## config.mk

```make
export PLATFORM = sky130hd
export DESIGN_NAME = erw2_lane
export DESIGN_NICKNAME = d
export VERILOG_FILES = /design/src/hdl/event_rotation_warp_second_order_assert.svh /design/src/hdl/erw2_pkg.sv /design/src/hdl/erw2_lane.sv
export SDC_FILE = /design/constraint.sdc
export NUM_CORES = 2
export LEC_CHECK = 0
export BUFFER_PORTS_ARGS = -buffer_cell sky130_fd_sc_hd__buf_4
export CORE_MARGIN = 2
export CORE_UTILIZATION = 55
export CTS_CLUSTER_SIZE = 14
export DETAILED_ROUTE_END_ITERATION = 6
export PLACE_DENSITY = 0.75
export SLEW_MARGIN = 20
export SYNTH_ARGS = -nofsm -noshare
export SYNTH_HDL_FRONTEND = slang
export SYNTH_SLANG_ARGS = --single-unit
```

## constraint.sdc

```tcl
create_clock -name clock -period 6 [get_ports clock]
set_clock_uncertainty 0.2 [all_clocks]
set_input_delay 0 -clock clock [delete_from_list [all_inputs] [get_ports clock]]
set_output_delay 0 -clock clock [all_outputs]
set_load 0.01 [all_outputs]
```

## src/hdl/event_rotation_warp_second_order_assert.svh

```systemverilog
// Assertion macros for the second-order rotational event warp.
`ifndef EVENT_ROTATION_WARP_SECOND_ORDER_ASSERT_SVH
`define EVENT_ROTATION_WARP_SECOND_ORDER_ASSERT_SVH

`define ERW2_ASSERT_NEXT(name, cond, expr, msg) \
   name: assert property (@(posedge clock) disable iff (reset) (cond) |=> (expr)) \
      else $error(msg);

`define ERW2_ASSERT_NOW(name, cond, expr, msg) \
   name: assert property (@(posedge clock) disable iff (reset) (cond) |-> (expr)) \
      else $error(msg);

`endif

```

## src/hdl/erw2_pkg.sv

```systemverilog
// Shared widths, types and constants of the second-order rotational event warp.
package erw2_pkg;

   localparam int COORD_WIDTH = 16;
   localparam int TIME_WIDTH  = 20;
   localparam int OMEGA_WIDTH = 16;
   localparam int OMEGA_FRAC  = 10;
   localparam int TIME_FRAC   = 20;
   localparam int FINAL_SHIFT = OMEGA_FRAC + TIME_FRAC + 1;

   localparam int C1_WIDTH    = OMEGA_WIDTH + COORD_WIDTH + 1;
   localparam int C2_WIDTH    = OMEGA_WIDTH + C1_WIDTH + 1;
   localparam int C2R_WIDTH   = C2_WIDTH - OMEGA_FRAC;
   localparam int SQ_WIDTH    = 2 * TIME_WIDTH;
   localparam int D2_WIDTH    = TIME_WIDTH + 1;
   localparam int T1_WIDTH    = C1_WIDTH + TIME_WIDTH + 1;
   localparam int PP_SPLIT    = C2R_WIDTH / 2 - 1;
   localparam int PP_LO_WIDTH = PP_SPLIT + D2_WIDTH;
   localparam int PP_HI_WIDTH = C2R_WIDTH - PP_SPLIT + D2_WIDTH + 1;
   localparam int SUM_WIDTH   = 64;
   localparam int ROUND_WIDTH = SUM_WIDTH - FINAL_SHIFT;

   localparam int PIPE_DEPTH  = 5;

   localparam int CSR_INDEX_WIDTH = 2;
   localparam int CSR_DATA_WIDTH  = (TIME_WIDTH > OMEGA_WIDTH) ? TIME_WIDTH : OMEGA_WIDTH;

   typedef enum logic [CSR_INDEX_WIDTH-1:0] {
      CSR_OMEGA_X  = 2'd0,
      CSR_OMEGA_Y  = 2'd1,
      CSR_OMEGA_Z  = 2'd2,
      CSR_FIXED_DT = 2'd3
   } csr_index_type;

   typedef logic signed [COORD_WIDTH-1:0] coord_type;
   typedef logic signed [OMEGA_WIDTH-1:0] omega_type;
   typedef logic        [TIME_WIDTH-1:0]  time_type;
   typedef logic signed [C1_WIDTH-1:0]    c1_type;
   typedef logic signed [C2_WIDTH-1:0]    c2_type;
   typedef logic signed [C2R_WIDTH-1:0]   c2r_type;
   typedef logic        [SQ_WIDTH-1:0]    sq_type;
   typedef logic        [D2_WIDTH-1:0]    d2_type;
   typedef logic signed [T1_WIDTH-1:0]    t1_type;
   typedef logic        [PP_LO_WIDTH-1:0] pp_lo_type;
   typedef logic signed [PP_HI_WIDTH-1:0] pp_hi_type;
   typedef logic signed [SUM_WIDTH-1:0]   sum_type;
   typedef logic signed [ROUND_WIDTH-1:0] round_type;

   localparam c2_type    C2_HALF   = C2_WIDTH'(1) <<< (OMEGA_FRAC - 1);
   localparam sq_type    SQ_HALF   = SQ_WIDTH'(1) << (TIME_FRAC - 1);
   localparam sum_type   SUM_HALF  = SUM_WIDTH'(1) <<< (FINAL_SHIFT - 1);
   localparam coord_type COORD_POS = coord_type'((1 << (COORD_WIDTH - 1)) - 1);
   localparam coord_type COORD_NEG = coord_type'(-(1 << (COORD_WIDTH - 1)));
   localparam round_type ROUND_POS = ROUND_WIDTH'(COORD_POS);
   localparam round_type ROUND_NEG = ROUND_WIDTH'(COORD_NEG);

endpackage

```

## src/hdl/erw2_lane.sv

```systemverilog
// Back pipeline of one component: second-order product, final sum, rounding and saturation.
module erw2_lane (
   input  logic                clock,
   input  logic                advance,
   input  erw2_pkg::c2r_type   c2r,
   input  erw2_pkg::t1_type    t1,
   input  erw2_pkg::d2_type    d2,
   input  erw2_pkg::coord_type coord,
   output erw2_pkg::coord_type warped,
   output logic                clip
);
   import erw2_pkg::*;

   pp_lo_type pp_lo_in;
   pp_lo_type pp_lo_ff;
   pp_hi_type pp_hi_in;
   pp_hi_type pp_hi_ff;
   t1_type    t1_ff;
   coord_type p_ff;
   sum_type   sum_in;
   sum_type   sum_ff;
   round_type rnd;

   always_comb begin
      pp_lo_in = PP_LO_WIDTH'(c2r[PP_SPLIT-1:0]) * PP_LO_WIDTH'(d2);
      pp_hi_in = PP_HI_WIDTH'($signed(c2r[C2R_WIDTH-1:PP_SPLIT]))
               * PP_HI_WIDTH'($signed({1'b0, d2}));
   end

   always_comb begin
      sum_in = (SUM_WIDTH'(t1_ff) <<< 1)
             + (SUM_WIDTH'(pp_hi_ff) <<< PP_SPLIT)
             + $signed(SUM_WIDTH'(pp_lo_ff))
             + (SUM_WIDTH'(p_ff) <<< FINAL_SHIFT);
   end

   always_comb begin
      rnd = ROUND_WIDTH'((sum_ff + SUM_HALF) >>> FINAL_SHIFT);
      if (rnd > ROUND_POS) begin
         warped = COORD_POS;
         clip   = 1'b1;
      end else if (rnd < ROUND_NEG) begin
         warped = COORD_NEG;
         clip   = 1'b1;
      end else begin
         warped = COORD_WIDTH'(rnd);
         clip   = 1'b0;
      end
   end

   always_ff @(posedge clock) begin
      if (advance) begin
         pp_lo_ff <= pp_lo_in;
         pp_hi_ff <= pp_hi_in;
         t1_ff    <= t1;
         p_ff     <= coord;
         sum_ff   <= sum_in;
      end
   end

endmodule

```

==> impl_metrics.prom <==
# TYPE chip_impl_metric gauge
chip_impl_metric{name="die_area",unit="µm²"} 73100
chip_impl_metric{name="yosysWarnings",unit=""} 0
chip_impl_metric{name="syn-instance-count",unit=""} 4010
chip_impl_info{name="status",value="complete, but fails checks"} 1
chip_impl_metric{name="clkLatencyLatePin",unit="ns"} 0.46
chip_impl_info{name="crit_end",value="pp_hi_ff[41]"} 1
chip_impl_metric{name="top_level_ports",unit=""} 150
chip_impl_info{name="regToRegEndpoint",value="sum_ff[63]"} 1
chip_impl_metric{name="synth.avg_cell_area",unit="µm²"} 9.73
chip_impl_metric{name="tightest_slew",unit="ns"} 0.953
chip_impl_metric{name="drtIter0Drc",unit=""} 2204
chip_impl_info{name="failed_checks",value="design-rule violations, negative setup slack"} 1
chip_impl_metric{name="pre_cts_slack",unit="ns"} -0.826
chip_impl_metric{name="grt_start_max_net_pins",unit=""} 118
chip_impl_metric{name="final-hold-violation-count",unit=""} 0
chip_impl_info{name="cts-root-buf",value="sky130_fd_sc_hd__clkbuf_16"} 1
chip_impl_metric{name="setup_violations",unit=""} 11
chip_impl_metric{name="gp_congestion",unit=""} 0.929
chip_impl_info{name="grt_setup_unrepaired",value="true"} 1
chip_impl_info{name="min_path_type",value="primary input to flip-flop"} 1
chip_impl_info{name="synth_top_area_cell",value="sky130_fd_sc_hd__fa_1"} 1
chip_impl_metric{name="cts_inserted_buffers",unit=""} 17
chip_impl_metric{name="grt_use_total",unit="%"} 28.8
chip_impl_metric{name="final_layout_size_suffix_gt1_share",unit="%"} 18.8
chip_impl_metric{name="period_share",unit="%"} 103
chip_impl_metric{name="synth.ff_latch_count",unit=""} 186
chip_impl_metric{name="setup_tns",unit="ns"} -0.795
chip_impl_metric{name="synth-seq-area-share",unit="%"} 14.3
chip_impl_metric{name="layout.nets",unit=""} 5814
chip_impl_metric{name="synth_cell_type_count",unit=""} 71
chip_impl_metric{name="vias_per_cell",unit=""} 5.43
chip_impl_metric{name="port-buffer-count",unit=""} 149
chip_impl_metric{name="syn-cell-area",unit="µm²"} 39000
chip_impl_metric{name="grt_overflow",unit=""} 0
chip_impl_info{name="netlist_top_cells_area",value="sky130_fd_sc_hd__fa_1, sky130_fd_sc_hd__ha_1, sky130_fd_sc_hd__edfxtp_1"} 1
chip_impl_metric{name="clock_sinks",unit=""} 186
chip_impl_metric{name="final_slew_viol_count",unit=""} 0
chip_impl_metric{name="placed_cells_incl_taps",unit=""} 5271
chip_impl_metric{name="floorplan.die.height",unit="µm"} 270
chip_impl_metric{name="syn-num-nets",unit=""} 5341
chip_impl_info{name="worst_setup_path_startpoint",value="d2[8]"} 1
chip_impl_metric{name="initial_cell_density_of_the_core",unit="%"} 55.6
chip_impl_metric{name="fillCellCount",unit=""} 5188
chip_impl_metric{name="min_period",unit="ns"} 6.16
chip_impl_metric{name="cts-htree-levels",unit=""} 4
chip_impl_metric{name="rows",unit=""} 97
chip_impl_info{name="critPathKind",value="primary input to flip-flop"} 1
chip_impl_info{name="crit_path_start_kind",value="primary input"} 1
chip_impl_metric{name="drt-total-wl",unit="µm"} 106000
chip_impl_info{name="crit_path_top_delay_cell",value="sky130_fd_sc_hd__fa_1"} 1
chip_impl_metric{name="grt_antenna_before_repair",unit=""} 4
chip_impl_metric{name="synth-async-reset-ratio",unit="%"} 0
chip_impl_metric{name="timing.critical_path.slowest_cell_delay",unit="ns"} 0.61
chip_impl_metric{name="dr_total_vias",unit=""} 29500
chip_impl_metric{name="grt_first_pass_wirelength",unit="µm"} 165000
chip_impl_info{name="worstSetupEndpointType",value="flip-flop"} 1
chip_impl_info{name="cells_along_the_critical_path",value="bufbuf_16 > nand2_1 > fa_1 > inv_1 > fa_1 > fa_1 > fa_1 > fa_1 > fa_1 > inv_1 > fa_1 > inv_2 > ha_4 > a21o_1 > a21o_1 > a221o_1 > a211o_1 > nand3_2 > o21ai_2 > a21o_1 > and2_4 > a211o_1 > xor2_1"} 1
chip_impl_metric{name="cts_buffer_depth",unit=""} 2
chip_impl_info{name="launch_instance_of_the_worst_register_to_register_path",value="pp_lo_ff[37]"} 1
chip_impl_metric{name="synth-edff-count",unit=""} 186
chip_impl_metric{name="final_critical_path_setup_slack",unit="ns"} -0.160
chip_impl_metric{name="reg2reg_slack",unit="ns"} 1.02
chip_impl_metric{name="count_of_tritonroute_iterations_in_the_first_routing_pass",unit=""} 7
chip_impl_metric{name="worstPathMaxFanout",unit=""} 6
chip_impl_metric{name="worst-endpoint-required",unit="ns"} 6.02
chip_impl_metric{name="final_cell_count_no_fill",unit=""} 5437
chip_impl_metric{name="wire_per_inst",unit="µm"} 19.5
chip_impl_metric{name="core_area",unit="µm²"} 70100
chip_impl_metric{name="max_freq",unit="GHz"} 0.162
chip_impl_info{name="yosys_most_used_dff",value="sky130_fd_sc_hd__edfxtp_1"} 1
chip_impl_metric{name="die_width",unit="µm"} 270
chip_impl_metric{name="r2r_cells",unit=""} 12
chip_impl_metric{name="vias_in_the_first_global_route",unit=""} 31400
chip_impl_metric{name="path_clk_slew",unit="ns"} 0.09
chip_impl_metric{name="slew_headroom",unit="%"} 36.5
chip_impl_info{name="tritoncts",value="yes"} 1
chip_impl_metric{name="timing.critical_path.arrival",unit="ns"} 6.18
chip_impl_metric{name="hpwlAfterDp",unit="µm"} 81900
chip_impl_metric{name="ant_nets",unit=""} 0
chip_impl_metric{name="detail_route.drc_violations",unit=""} 1
chip_impl_info{name="crit_top_cell",value="sky130_fd_sc_hd__fa_1"} 1
chip_impl_metric{name="synth.top_cell.area_share",unit="%"} 37.6
chip_impl_metric{name="maximum_capacitance_violations",unit=""} 0
chip_impl_metric{name="flow.area_growth_from_synthesis",unit="%"} 20.7
## sequential cells by signal (all words and copies together) (netlist names)
register  cells
pp_hi_ff     43
p_ff         16
sum_ff       34
t1_ff        54
pp_lo_ff     39
## synth_stat cells, drive strengths merged (7+ instances only)
cell    count
nand2b     29
nand2     469
nor2       75
and3       11
o21bai     16
edfxtp    186
and4        8
nor3       18
inv       835
clkbuf    175
nand4      21
nor4        7
xnor2      75
nor2b      33
fa        733
a31oi       9
o211ai     10
ha        465
nand3      39
a211oi     12
o21ai      81
a21oi     118
and2      395
o21a       16
a21o       54
xor2       49
## metrics by stage
stage          area (µm²)  utilization [%]  hold WS, ns
5_1_grt             47100             67.1       0.0471
3_5_place_dp        43800             62.5      -0.0207
6_report            47100             67.1       0.0426
3_3_place_gp        43800             62.5      -0.0217
2_1_floorplan       39500                -       -0.101
4_1_cts             45900             65.5      0.00470
## worst min-delay path by stage
stage                        endpoint  slack, ns  cells past startpoint      start
after floorplan               p_ff[0]      -0.10                      0   coord[0]
after global placement       p_ff[12]      -0.02                      1  coord[12]
after detailed placement     p_ff[12]      -0.02                      1  coord[12]
after CTS                 pp_hi_ff[0]      0.005                      4    c2r[19]
after global routing        t1_ff[51]       0.05                      2     t1[51]
final                       t1_ff[50]       0.04                      2     t1[50]
## cell type report
class	count	area [µm²]	share of cell area [%]
tap	940	1180	2.50
sequential	186	5590	11.9
antenna	2	5.00	0.0106
timing repair buffer	632	5970	12.7
clock buffer	17	425	0.903
inverter	835	3130	6.66
clock inverter	14	160	0.340
multi-input combinational	2811	30600	65.1
## layer usage
layer	vias to the layer above	global-route usage [%]	part of all wire (%)
met5	-	0	0.026
met4	4	8.84	3.7
met3	246	3.64	7.5
met2	1163	49.0	48
met1	14800	38.4	41
li1	13300	-	-
## cell usage in the layout (no fill, tap or decap), types with 37 or more instances in the layout
cell and n:
sky130_fd_sc_hd__ha_1 429, sky130_fd_sc_hd__and2_4 50, sky130_fd_sc_hd__xnor2_1 70, sky130_fd_sc_hd__fa_2 37
sky130_fd_sc_hd__and2_1 345, sky130_fd_sc_hd__nor2_1 72, sky130_fd_sc_hd__buf_6 40, sky130_fd_sc_hd__a21o_1 54
sky130_fd_sc_hd__edfxtp_1 186, sky130_fd_sc_hd__xor2_1 49, sky130_fd_sc_hd__buf_4 461, sky130_fd_sc_hd__dlygate4sd3_1 71
sky130_fd_sc_hd__nand2_1 456, sky130_fd_sc_hd__inv_1 801, sky130_fd_sc_hd__fa_1 696, sky130_fd_sc_hd__o21ai_0 63
sky130_fd_sc_hd__a21oi_1 100
## cells by family (layout without fill, tap and decap cells)
| group | count (synthesis) | in the layout | synth area share (%) |
|---|---|---|---|
| muxes | 1 | 1 | 0.0257 |
| DFF | 186 | 186 | 14.3 |
| buffers and inverters | 1013 | 1498 | 9.75 |
| and+or+nand+nor | 1122 | 1122 | 14.5 |
| xor gates and xnor gates | 124 | 124 | 2.78 |
| AOI/OAI and AO/OA | 366 | 366 | 6.09 |
| other | 0 | 2 | 0 |
| adders and majority gates | 1198 | 1198 | 52.5 |
## what timing repair did
action                                  in CTS  in global routing
hold buffers                                70                  1
buffers inserted                            21                 29
pin swaps                                   54                178
endpoints found under the setup margin      25                 31
resized for setup                           95                211
hold endpoints to repair                    70                  1
cloned                                       8                  9
## worst max-delay path, delay by kind of cell
| kind | cells | cell delay, ns |
|---|---|---|
| and+or+nand+nor | 3 | 0.31 |
| buffers and inverters | 4 | 0.38 |
| AOI/OAI and AO/OA | 7 | 1.51 |
| xor gates and xnor gates | 1 | 0.15 |
| adders and majority gates | 8 | 3.81 |
Power is not shown: default switching activity piles up to over one toggle a cycle in this logic, so the estimate is an artifact.
